===== config.mk =====
export PLATFORM = sky130hd
export DESIGN_NAME = stt_alu
export DESIGN_NICKNAME = d
export VERILOG_FILES = /design/src/sv/stt_pkg.sv /design/src/sv/stt_alu.sv
export SDC_FILE = /design/constraint.sdc
export NUM_CORES = 2
export LEC_CHECK = 0
export ABC_AREA = 1
export BUFFER_PORTS_ARGS = -buffer_cell sky130_fd_sc_hd__buf_2
export CORE_MARGIN = 2
export CORE_UTILIZATION = 62
export CTS_CLUSTER_DIAMETER = 40
export CTS_CLUSTER_SIZE = 12
export DETAILED_ROUTE_END_ITERATION = 10
export GPL_TIMING_DRIVEN = 1
export MAX_ROUTING_LAYER = met4
export PLACE_DENSITY = 0.92
export SLEW_MARGIN = 20
export SYNTH_ARGS = -nofsm -noshare
export SYNTH_HDL_FRONTEND = slang
export SYNTH_SLANG_ARGS = --single-unit

===== constraint.sdc =====
create_clock -name i_clk -period 6.8 [get_ports i_clk]
set_clock_uncertainty 0.1 [all_clocks]
set_input_delay 0.34 -clock i_clk [delete_from_list [all_inputs] [get_ports i_clk]]
set_output_delay 0.34 -clock i_clk [all_outputs]
set_load 0.01 [all_outputs]

===== src/sv/stt_pkg.sv =====
// Shared types and constants for the software timer table.
// Used by stt_alu, software_timer_table and the testbench; no dependencies.
`timescale 1ns / 1ps

package stt_pkg;

    localparam int SLOTS_DEF   = 16;
    localparam int MAX_FIRES   = 16;
    localparam int FIRE_W      = $clog2(MAX_FIRES + 1);
    localparam int US_PER_MS   = 1000;
    localparam logic [31:0] MIN_DELAY_RST = 32'd1000;
    localparam logic [31:0] MAX_DELAY_RST = 32'd100000;

    // x / 1000 == ((x >> 3) * DIV_MUL) >> DIV_SHIFT, exact for 32-bit x
    localparam logic [31:0] DIV_MUL   = 32'd549755814;
    localparam int          DIV_SHIFT = 36;
    localparam int          WAIT_W    = 23;

    // operation codes (input tuser)
    localparam logic [1:0] OP_CREATE_PER = 2'd0;
    localparam logic [1:0] OP_CREATE_ONE = 2'd1;
    localparam logic [1:0] OP_CANCEL     = 2'd2;
    localparam logic [1:0] OP_POLL       = 2'd3;

    // result kinds (output tuser)
    localparam logic [1:0] KIND_CREATED = 2'd0;
    localparam logic [1:0] KIND_FIRED   = 2'd1;
    localparam logic [1:0] KIND_WAIT    = 2'd2;
    localparam logic [1:0] KIND_FULL    = 2'd3;

    // configuration register indexes
    localparam logic REG_MIN_DELAY = 1'b0;
    localparam logic REG_MAX_DELAY = 1'b1;

    typedef struct packed {
        logic        periodic;
        logic [31:0] interval_ms;
        logic [63:0] deadline_us;
    } t_entry;

    // operands for the shared multiply / saturating-add unit
    typedef struct packed {
        logic [31:0] mul_a;
        logic [31:0] mul_b;
        logic [63:0] add_a;
        logic [63:0] add_b;
    } t_alu_req;

endpackage


===== src/sv/stt_alu.sv =====
// Shared arithmetic unit: one 32x32 multiplier and one 64-bit saturating adder,
// both registered. Depends on stt_pkg.
`timescale 1ns / 1ps

module stt_alu (
    input  logic             i_clk,
    input  stt_pkg::t_alu_req i_req,
    output logic [63:0]      o_prod,
    output logic [63:0]      o_sum
);

    logic [63:0] r_prod;
    logic [63:0] r_sum;
    logic [64:0] w_sum;

    assign w_sum = {1'b0, i_req.add_a} + {1'b0, i_req.add_b};

    always_ff @(posedge i_clk) begin
        r_prod <= i_req.mul_a * i_req.mul_b;
        // clip to all ones on carry out
        r_sum  <= w_sum[64] ? '1 : w_sum[63:0];
    end

    assign o_prod = r_prod;
    assign o_sum  = r_sum;

endmodule


---- Word-level counts from Yosys, hierarchy flattened ----
Cells that the tools add are included.
operators by class
  $add $sub $neg .......................... 1
  $mul .................................... 1
operators by type and width
  cell              count
  $add A64 B64 Y65  1
  $mul A32 B32 Y64  1
storage, ports and cells
  register bits ........................... 128
  bits of input ports ..................... 193

---- Longest topological paths before layout ----
  word-level depth ........................ 1
  gate-level depth with buffers ........... 32
  mapped depth without buffers ............ 31

---- Least setup slack after synthesis ----
No wires, ideal clock.
  kind .................................... input to register
  from .................................... input port i_req[185] (netlist name)
  to ...................................... register r_prod[49], in the netlist o_prod[49]
  arrival time ............................ 6045 ps
  setup slack ............................. 542 ps
  stages on the path ...................... 24
  path buffers ............................ 1
  cells stage by stage .................... clkbuf_1 nand2_1 fa_1 inv_1 fa_1 inv_1 fa_1 inv_1 fa_1 fa_1 fa_1 fa_1 inv_1 fa_1 inv_1 ha_1 a21oi_1 o21ai_0 a21oi_1 nor2_1 nor2_1 nand3_1 nand2_1 nand2_1
on the way
  cells in the longest elaborated chain, start to end .. 1
RTL lines
  element               RTL line       text
  from (decl)           stt_alu.sv:7   input stt_pkg::t_alu_req i_req,
  $mul A32 B32 Y64      stt_alu.sv:19  r_prod <= i_req.mul_a * i_req.mul_b;
  to (signal assigned)  stt_alu.sv:19
  to (decl)             stt_alu.sv:12  logic [63:0] r_prod;
No other way between the ends.
A chain may end at the register's enable or synchronous reset.

---- Worst setup path after layout ----
  from .................................... input port i_req[177] (netlist name)
  to ...................................... register r_prod[45], in the netlist o_prod[45]
The elaborated chain is that of the path after synthesis.

==> impl_metrics.toml <==
[place]
detailedPlace.worstSlack_ps = -285
io_buffers = 320
post-dp-hpwl_um = 118000
place_congestion = 1.07

[synth]
synthSimpleGateAreaFrac_pct = 22.5
netlist_instances = 6336
synth_xor_area_share_pct = 1.36
synth-seq-cells = 128
synth_top_family_by_area = "adder cells"
synthTopCellsByCount = "nand2_1 (2064), inv_1 (2036), fa_1 (897)"
synth_fa_ha_area_share_pct = 49.6
synth_nets = 7753
synth_top_area_share_pct = 40.4
synth-compound-area-share_pct = 1.83
synth.area.top_cells = "fa_1 (40%), nand2_1 (17%), inv_1 (17%)"
yosys_most_used_dff = "dfxtp_1"
synthMuxAreaShare_pct = 0
synth_most_common_cell = "nand2_1"
ys_warn_count = 0
ys_types = 30
synthArstFlopShare_pct = 0
ys_seq_area_share_pct = 5.77
syn_avg_cell_area_um2 = 7.01
yosys.area.top_type = "fa_1"
synth_enable_flop_cells = 0
syn_area_mm2 = 0.0444

[global_routing]
grt_max_degree = 36
grt_pass1_vias = 43666
grt-ovfl-total = 0
antenna_found_initial = 9
grt_first_pass_wirelength_um = 220000
grtUsageTotal_pct = 38.8

[sta]
min_period_over_period_pct = 97.6
tightest_slew_ps = 1090
timing.slew.headroom_pct = 26.9
slew_violations = 0
final.setup.tns_ps = 0
worst_slack_ps = 165
setup-violations-final = 0
period_minus_slack_ps = 6630
hold_violations = 0
fmax_mhz = 151
holdWs_ps = 90.2

[clock_network]
tritoncts = "done"
clockBufferDepth = 2
h-tree-depth = 4
clockRootBuffer = "clkbuf_16"
cts_sinks = 128
cts_made_buffers = 17
clk_pin_slew_ps = 70

[drt]
viasPerCell = 5.32
drt-initial-drc-count = 3726
drcViolationCount = 0
ant_nets = 0
drtPass1Iterations = 9
wirelength_um = 135000
num_vias = 40686
drt-wirelength-per-cell_um = 17.6

[layout]
area_delta_synth_final_pct = 9.79
finalNetCount = 8099
drive_gt1_share_pct = 8.72
fill_cells = 5511

[setup_path]
arrival_ps = 6850
cp-start-kind = "primary input"
worstSetupEndpointType = "flip-flop"
critical_path_class = "in -> reg"
cp_data_required_time_ps = 7010
path_max_fanout = 12

[floorplanning]
core_mm2 = 0.0712
die_h_um = 272
rows = 98
io_pins = 321
initial_core_util_pct = 62.4
die_area_mm2 = 0.0738
fp.dieW_um = 272

[run]
maxCapViolations = 0

[status]
status = "finished clean"

[min_path]
min_path_type = "in -> reg"
-- registers in the layout (all words and copies together) (netlist names) --
name and count:
o_prod 64, o_sum 64
-- worst max-delay path, cell delays in order --
cell and delay (ps):
buf_2 210, buf_4 210, nand2_1 70, inv_1 60
fa_1 530, inv_1 50, fa_1 500, fa_1 470
fa_1 590, inv_1 70, fa_1 500, fa_1 530
fa_1 510, inv_1 50, fa_1 490, inv_1 40
ha_1 310, nand2_1 120, o21ai_0 450, o21ai_0 170
nand3b_1 230, nand2_1 120, nand3_1 100, nand2_1 120
-- layout make-up --
cell class | instances | area, um^2 | share of cell area (%)
Clock inverter | 15 | 166 | 0.341
Timing Repair Buffer | 525 | 3330 | 6.83
Antenna cell | 4 | 10.0 | 0.0205
Tap cell | 950 | 1190 | 2.44
Multi-Input combinational cell | 3974 | 33500 | 68.6
Sequential cell | 128 | 2560 | 5.25
Clock buffer | 17 | 425 | 0.872
Inverter | 2036 | 7640 | 15.7
-- cells by family (layout without fill, tap and decap cells) --
| family | Yosys count | count (layout) |
|---|---|---|
| buffers and inverters | 2234 | 2593 |
| other | 0 | 4 |
| AOI/OAI and AO/OA | 151 | 151 |
| adders and majority gates | 1224 | 1224 |
| DFF | 128 | 128 |
| xor gates and xnor gates | 69 | 69 |
| and+or+nand+nor | 2530 | 2530 |
-- final timing paths --
kind / cells after the start / from / to
max: 24 / i_req[177] / o_prod[45]$_DFF_P_
min: 4 / i_req[64] / o_sum[0]$_SDFF_PP1_
-- placed cells by master, fill, tap and decap left out, types with 8 or more instances in the layout --
cell / n
a21oi_1: 99
buf_12: 12
buf_2: 304
buf_4: 192
clkbuf_16: 17
clkbuf_4: 16
dfxtp_1: 128
fa_1: 897
ha_1: 327
inv_1: 2036
nand2_1: 2064
nand2_2: 10
nand3_1: 151
nand3_2: 10
nand3b_1: 8
nand4_1: 25
nor2_1: 208
nor3_1: 21
nor4_1: 16
o21ai_0: 29
o21bai_1: 13
xor2_1: 61
-- metrics by stage --
step / cell area [um^2] / utilization, % / std cells
after floorplan: 44400 / - / 6336
after global placement: 48100 / 67.6 / 7613
after detailed placement: 48100 / 67.6 / 7613
after CTS: 48700 / 68.4 / 7645
after global routing: 48800 / 68.5 / 7649
final: 48800 / 68.5 / 7649
-- what timing repair did --
item	CTS	global route
hold buffers	0	0
setup buffers	0	0
setup endpoints to repair	0	28
gates resized for setup	0	23
-- metal layers --
metal  vias up  wire, um  global-route usage, %
li1      18329         -                      -
met1     19274     48900                   46.4
met2      2405     63900                   62.5
met3       678     13500                   6.84
met4         0      8700                   21.5
met5         -         0                      -
Power is left out: the tool's default activity adds up to more than one toggle a clock period on the data nets, which glitch-free logic cannot reach.
