==> src/sv/stt_ram.sv <==
// Generic single-write, single-read RAM with registered read data.
// No dependencies.
`timescale 1ns / 1ps

module stt_ram #(
    parameter int WIDTH = 8,
    parameter int DEPTH = 16
) (
    input  logic                                i_clk,
    input  logic                                i_we,
    input  logic [(DEPTH > 1 ? $clog2(DEPTH) : 1)-1:0] i_waddr,
    input  logic [WIDTH-1:0]                    i_wdata,
    input  logic [(DEPTH > 1 ? $clog2(DEPTH) : 1)-1:0] i_raddr,
    output logic [WIDTH-1:0]                    o_rdata
);

    logic [WIDTH-1:0] r_mem [DEPTH];
    logic [WIDTH-1:0] r_rdata;

    always_ff @(posedge i_clk) begin
        if (i_we) begin
            r_mem[i_waddr] <= i_wdata;
        end
        r_rdata <= r_mem[i_raddr];
    end

    assign o_rdata = r_rdata;

endmodule

==> config.mk <==
export PLATFORM = sky130hd
export DESIGN_NAME = stt_ram
export DESIGN_NICKNAME = d
export VERILOG_FILES = /design/src/sv/stt_ram.sv
export SDC_FILE = /design/constraint.sdc
export NUM_CORES = 1
export LEC_CHECK = 0
export BUFFER_PORTS_ARGS = -buffer_cell sky130_fd_sc_hd__buf_2
export CORE_UTILIZATION = 50
export DETAILED_ROUTE_END_ITERATION = 16
export MAX_ROUTING_LAYER = met4
export PLACE_DENSITY = 0.7
export SLEW_MARGIN = 40
export SYNTH_ARGS = -nofsm -noshare
export SYNTH_HDL_FRONTEND = slang
export SYNTH_SLANG_ARGS = --single-unit
==> constraint.sdc <==
create_clock -name i_clk -period 3.6 [get_ports i_clk]
set_input_delay 0.36 -clock i_clk [delete_from_list [all_inputs] [get_ports i_clk]]
set_output_delay 0.36 -clock i_clk [all_outputs]
set_load 0.01 [all_outputs]
* Yosys cells after proc, flatten, opt, wreduce, memory -nomap -nowiden
Memory sizes are Yosys's and may differ from the RTL's. A register that Yosys moved wholly into a read port is not among the register bits. Index checks and enable logic that the tools add are counted.
Storage, ports and cells: register bits 0, bits in latches 0, bits in writable memories 128, memory bits (read-only) 0, output and inout port bits 8, word-level logic and storage cells 3, memories kept 1
Operators by class: add/sub/neg operators 0, multiply operators 0, div/mod/pow operators 0, $lt $le $gt $ge 0, equality and inequality tests 0, shifts and indexed selects 0, mux-type cells 2, bitwise gates (word level) 0, reduce and logical (&&, ||, !) cells 0
Memories:
- r_mem | depth 16, width 8, read ports 1, clocked after memory_dff 1, write ports 1, line 17 | logic [WIDTH-1:0] r_mem [DEPTH];
Operators by type and width (number):
- two-way mux 1 bit | 2

* Depth between registers and ports, before layout
Gate-level depths: netlist of the first run.
depth in word-level cells 2, mapped depth 5

* Worst setup path before layout of the first run
Ideal clock, no wire load.
kind input port to flip-flop, from input i_waddr[2] (netlist name), to memory r_mem[0][0], enable pin, data arrival time 1470 ps, path slack 1747 ps, stages 2, buffers on the path 0, path through or3b_2 > nor3_1
RTL lines:
- start: declaration | line 11 | input logic [(DEPTH > 1 ? $clog2(DEPTH) : 1)-1:0] i_waddr,
- end: declaration | line 17
No word-level cell before the write port.

==> flow_summary.json, run 1 <==
{
  "cp.arrival_ns": 1.92,
  "initial_core_util_pct": 52.2,
  "yosysWarnings": 0,
  "firstDrtPassIters": 4,
  "track_usage_pct": 20.6,
  "worst_pin_slew_ns": 0.786,
  "clock_latency_ns": 0.52,
  "num_rows": 36,
  "drive_above_1_share_pct": 30.6,
  "rr_startpoint": "r_mem[8][6]$_DFFE_PP_",
  "post_cts_resized": 0,
  "cp-endpoint": "o_rdata[6]$_DFF_P_",
  "rrSetupSlack_ns": 2.18,
  "drv_cap": 0,
  "yosysSeqAreaShare_pct": 77.8,
  "required_ns": 3.97,
  "drc_errors": 0,
  "final_max_slew_viol_count": 0,
  "nFillCells": 688,
  "grt_pass1_vias": 2419,
  "dp_cells": 382,
  "synth_area_per_cell_um2": 22.5,
  "setup_viol": 0,
  "fin_worst_skew_ns": 0.0105,
  "power_leakage_uw": 0.00198,
  "design_area_um2": 6000,
  "ios": 26,
  "drt_wl_total_um": 9300,
  "path_clk_slew_ns": 0.06,
  "syn2layout_area_growth_pct": 16.5,
  "routabilityCongestion": 0.697,
  "crit_path_end_kind": "register",
  "critPathSlowestCell": "mux4_2",
  "die_area_um2": 10700,
  "slew_headroom_pct": 47.4,
  "cts_tree": "done",
  "max-vdd-ir-drop_v": 0.000326,
  "worstReg2RegEnd": "o_rdata[6]$_DFF_P_",
  "wire_per_inst_um": 22.4,
  "root_buffer": "clkbuf_8",
  "synthesis.area_um2": 5150,
  "cp_max_fo": 11,
  "cts_max_level": 4,
  "port_buffers": 25,
  "ant_nets": 0,
  "stdcell_count": 415,
  "ys_ff_latch": 136,
  "r2r_cells": 3,
  "first_iter_violations": 161,
  "crit_type": "input pin to register",
  "hold_class": "input pin to register",
  "overflow": 0,
  "drt-vias-per-instance": 5.65,
  "synth.distinct_cells": 19,
  "fin_nets": 286,
  "p_per_area_nw_per_um2": 600,
  "dr_total_vias": 2346,
  "hold_buffers": 0,
  "fin_setup_tns_ns": 0,
  "start_kind": "input pin",
  "clock.fmax_ghz": 0.646,
  "dp_hpwl_um": 5860,
  "place_area_um2": 5400,
  "cp_slowest_stage_delay_ns": 0.54,
  "outcome": "complete, no violations",
  "finalCriticalPeriod_ns": 1.55,
  "antenna_found_initial": 1,
  "finalHoldViolCount": 0,
  "netlist_instances": 229,
  "hold_slack_ns": 0.221,
  "grt_max_degree": 33,
  "rsz0062_at_grt": "no",
  "min-delay-start": "i_wdata[2]",
  "die_h_um": 103,
  "cts_made_buffers": 17,
  "fp.coreArea_um2": 9860,
  "period_share_pct": 43.0,
  "syn_nets": 247,
  "path_cells": "buf_2 -> buf_4 -> mux4_2 -> a22oi_1 -> nand2_1",
  "clock_sinks": 136,
  "cts_setup_buffers": 0,
  "clock_path_buffers": 2,
  "critPathLaunch": "i_raddr[0]",
  "dieWidth_um": 103,
  "grt_pass1_wl_um": 14100
}
[layer usage]
metal	global-route usage [%]	up-vias	wire, µm
met5	-	-	0
met4	7.91	0	99
met3	6.32	9	519
met2	31.2	76	4790
met1	26.3	1205	3890
li1	-	1056	-
[layout make-up]
class                           instances  area [µm²]  share of cell area, %
Tap cell                              133         166                   2.77
Timing Repair Buffer                   30         163                   2.71
Clock buffer                           17         414                   6.90
Antenna cell                            1        2.50                 0.0417
Sequential cell                       136        4000                   66.8
Clock inverter                         15         160                   2.67
Multi-Input combinational cell         83        1090                   18.1
[cells by family after synthesis]
family          Yosys count  synth area share, %
simple gates             35                 3.18
mux                      32                 15.0
compound gates           16                 2.33
flops                   136                 77.8
buf+inv                  10                 1.68
[cell usage after synthesis]
cell,n,share of area (%)
a22oi_1,16,2.3
and2_1,1,0.12
and2b_1,1,0.15
buf_2,3,0.29
buf_4,1,0.15
buf_6,3,0.66
clkdlybuf4s25_2,3,0.58
dfxtp_1,8,3.1
edfxtp_1,128,75
mux4_1,14,7.1
mux4_2,18,7.9
nand2_1,9,0.66
nand2b_1,2,0.24
nand3_1,1,0.097
nand3b_1,2,0.29
nor2_1,13,0.95
nor2b_1,1,0.12
nor3_1,4,0.39
or3b_2,1,0.17
[per-stage QoR]
step | setup slack [ns] | total power, µW | utilization, %
2_1_floorplan | 1.75 | 1910 | -
3_3_place_gp | 1.53 | 1970 | 54.7
3_5_place_dp | 1.51 | 1970 | 54.8
4_1_cts | 2.06 | 3620 | 60.6
5_1_grt | 1.97 | 3710 | 60.8
6_report | 2.05 | 3600 | 60.8
[power breakdown]
group          internal, µW  switching, µW  leakage [µW]  total [µW]
clock                  1040            618      0.000262        1660
sequential             1770           10.7       0.00122        1780
combinational          65.4           92.8      0.000498         158
[registers in the layout, summed over array words and instances, names as in the netlist]
name and flops:
r_mem 128, o_rdata 8
[layout by cell type (no fill, tap or decap), drive strengths merged, types with 2 or more instances in the layout]
master | netlist | final
a22oi | 16 | 16
buf | 7 | 30
bufinv | 0 | 3
clkbuf | 0 | 17
clkinv | 0 | 6
clkinvlp | 0 | 6
dfxtp | 8 | 8
edfxtp | 128 | 128
mux4 | 32 | 32
nand2 | 9 | 9
nand2b | 2 | 2
nand3b | 2 | 2
nor2 | 13 | 13
nor3 | 4 | 4
[worst min path at each step]
| stage | to | slack [ns] | cells past startpoint |
|---|---|---|---|
| 2_1_floorplan | r_mem[0][0]$_DFFE_PP_ | 0.46 | 0 |
| 5_1_grt | r_mem[7][2]$_DFFE_PP_ | 0.21 | 1 |
| 3_3_place_gp | o_rdata[5]$_DFF_P_ | 0.65 | 3 |
| 6_report | r_mem[14][2]$_DFFE_PP_ | 0.22 | 1 |
| 4_1_cts | r_mem[7][2]$_DFFE_PP_ | 0.20 | 1 |
| 3_5_place_dp | o_rdata[5]$_DFF_P_ | 0.66 | 3 |
[worst max-delay path, delay by kind of cell]
| kind | cells | cell delay (ns) |
|---|---|---|
| mux | 1 | 0.54 |
| buf+inv | 2 | 0.58 |
| simple gates | 1 | 0.16 |
| compound gates | 1 | 0.26 |
No activity file was read; power rests on OpenSTA's default activity.
==> inputs of run 2 (changes only) <==
==> constraint.sdc (replaced) <==
create_clock -name i_clk -period 1.44 [get_ports i_clk]
set_input_delay 0.144 -clock i_clk [delete_from_list [all_inputs] [get_ports i_clk]]
set_output_delay 0.144 -clock i_clk [all_outputs]
set_load 0.01 [all_outputs]
==> run 2 against run 1 <==
Net effect:
- critical path type is now register to register
- highest routed layer unchanged
- combinational power increased to 2.8 times the previous value
- global-route usage decreased by 0.14 points
- largest cell class unchanged
- final cell count increased by 5.1%
- register-to-register slack got worse by 2.1 ns
- wire length increased by 0.72%
- sequential share of layout area decreased by 2.3 points
- clock skew decreased by 0.0042 ns
- non-clock buffer count increased by 22
- clock power increased to 2.6 times the previous value
- largest power group unchanged
- sequential power increased to 2.5 times the previous value
- count of clock-buffer cells in the layout increased by 3
- flip-flop and latch count unchanged
==> flow_summary.json, run 2 (synthesis results as in run 1) <==
{
  "syn2layout_area_growth_pct": 20.6,
  "hold_slack_ns": 0.0240,
  "setup_viol": 0,
  "die_area_um2": 10700,
  "cts_max_level": 4,
  "hold_buffers": 0,
  "layout_common_cells": "edfxtp_1 (128), buf_2 (25), buf_4 (24)",
  "place_area_um2": 5600,
  "root_buffer": "clkbuf_8",
  "cp.arrival_ns": 1.78,
  "routabilityCongestion": 0.741,
  "dp_hpwl_um": 6070,
  "final_common_cell": "edfxtp_1",
  "clock_sinks": 136,
  "start_kind": "register",
  "fp.coreArea_um2": 9860,
  "cts_setup_buffers": 0,
  "crit_path_end_kind": "register",
  "finalHoldViolCount": 0,
  "dieWidth_um": 103,
  "largest_reg_flops": 128,
  "largest-register": "r_mem",
  "wire_per_inst_um": 21.5,
  "die_h_um": 103,
  "pre_cts_ws_ns": -0.194,
  "first_iter_violations": 134,
  "fin_nets": 308,
  "firstDrtPassIters": 4,
  "worst_pin_slew_ns": 0.707,
  "period_share_pct": 96.7,
  "clock_latency_ns": 0.51,
  "grt_pass1_vias": 2489,
  "path_clk_slew_ns": 0.06,
  "clock.fmax_ghz": 0.718,
  "crit_family": "multiplexers",
  "drv_cap": 0,
  "cts_made_buffers": 17,
  "cts_tree": "done",
  "critPathSlowestCell": "mux4_1",
  "drt-vias-per-instance": 5.64,
  "outcome": "complete, no violations",
  "multi_input_area_um2": 1060,
  "rsz0062_at_grt": "no",
  "ant_nets": 0,
  "grt_max_degree": 22,
  "finalPower_uw": 9270,
  "design_area_um2": 6210,
  "finalCriticalPeriod_ns": 1.39,
  "num_rows": 36,
  "drt_wl_total_um": 9370,
  "fin_worst_skew_ns": 0.00624,
  "final-seq-area_um2": 4000,
  "required_ns": 1.83,
  "antenna_found_initial": 0,
  "slew_headroom_pct": 52.8,
  "initial_core_util_pct": 52.2,
  "nFillCells": 662,
  "cp_slowest_stage_delay_ns": 0.50,
  "fin_ws_ns": 0.0478,
  "power_leakage_uw": 0.00214,
  "crit_type": "register to register",
  "antenna_cells": 0,
  "overflow": 0,
  "fin_setup_tns_ns": 0,
  "cp_max_fo": 1,
  "path_cells": "mux4_1 -> a22oi_1 -> nand2_1",
  "dr_total_vias": 2459,
  "drive_above_1_share_pct": 33.7,
  "final_max_slew_viol_count": 0,
  "ios": 26,
  "drc_errors": 0,
  "grt_pass1_wl_um": 14100,
  "post_cts_resized": 0,
  "crit_buf_inv": 0,
  "clock_path_buffers": 2,
  "track_usage_pct": 20.4,
  "port_buffers": 25,
  "max-vdd-ir-drop_v": 0.000781,
  "hold_class": "input pin to register",
  "p_per_area_nw_per_um2": 1490
}
==> run 2: cell types whose count changed in the layout (fill, tap and decap cells not counted), moves of 2 or more <==
cell        before  now
buf_12           0    3
buf_4            5   24
clkbuf_1         0    2
clkinv_1         4    0
clkinv_4         0    2
clkinvlp_4       6    2
nor2_1           5   13
nor2_2           8    0
==> run 2: final cells by class <==
type | instances | share of cell area, %
repair buffers | 52 | 5.88
well taps | 133 | 2.68
multi-input cells | 83 | 17.1
clock buffers | 20 | 7.01
clock inverters | 12 | 2.84
flip-flops and latches | 136 | 64.5
==> run 2: worst reg2reg max path, delay by kind of cell (launching register included) <==
kind,cells,cell delay [ns]
multiplexers,1,0.50
AND/OR/NAND/NOR,1,0.09
flip-flops,1,0.37
AO/OA/AOI/OAI,1,0.33
==> run 2: through the flow <==
| stage | utilization [%] | cells |
|---|---|---|
| 6_report | 63.0 | 436 |
| 5_1_grt | 63.0 | 436 |
| 4_1_cts | 63.0 | 436 |
| 3_5_place_dp | 56.7 | 404 |
| 3_3_place_gp | 56.7 | 404 |
| 2_1_floorplan | - | 229 |
==> run 2: final timing paths <==
path | start | endpoint | slack, ns | cells after the start
setup / recovery | r_mem[2][2]$_DFFE_PP_ | o_rdata[2]$_DFF_P_ | 0.05 | 3
hold / removal | i_wdata[1] | r_mem[14][1]$_DFFE_PP_ | 0.02 | 1
setup reg to reg | r_mem[2][2]$_DFFE_PP_ | o_rdata[2]$_DFF_P_ | 0.05 | 3
hold reg to reg | r_mem[14][4]$_DFFE_PP_ | o_rdata[4]$_DFF_P_ | 0.67 | 3
==> run 2: report_power, final <==
group          switching [µW]  internal, µW
sequential               21.9          4430
clock                    1530          2860
combinational             241           194
total                    1790          7480
==> run 2: layer usage <==
metal | GRT usage [%] | up-vias | routed length [µm]
li1 | - | 1097 | -
met1 | 25.1 | 1270 | 3910
met2 | 32.1 | 86 | 4760
met3 | 6.18 | 6 | 622
met4 | 7.69 | 0 | 78
met5 | - | - | 0
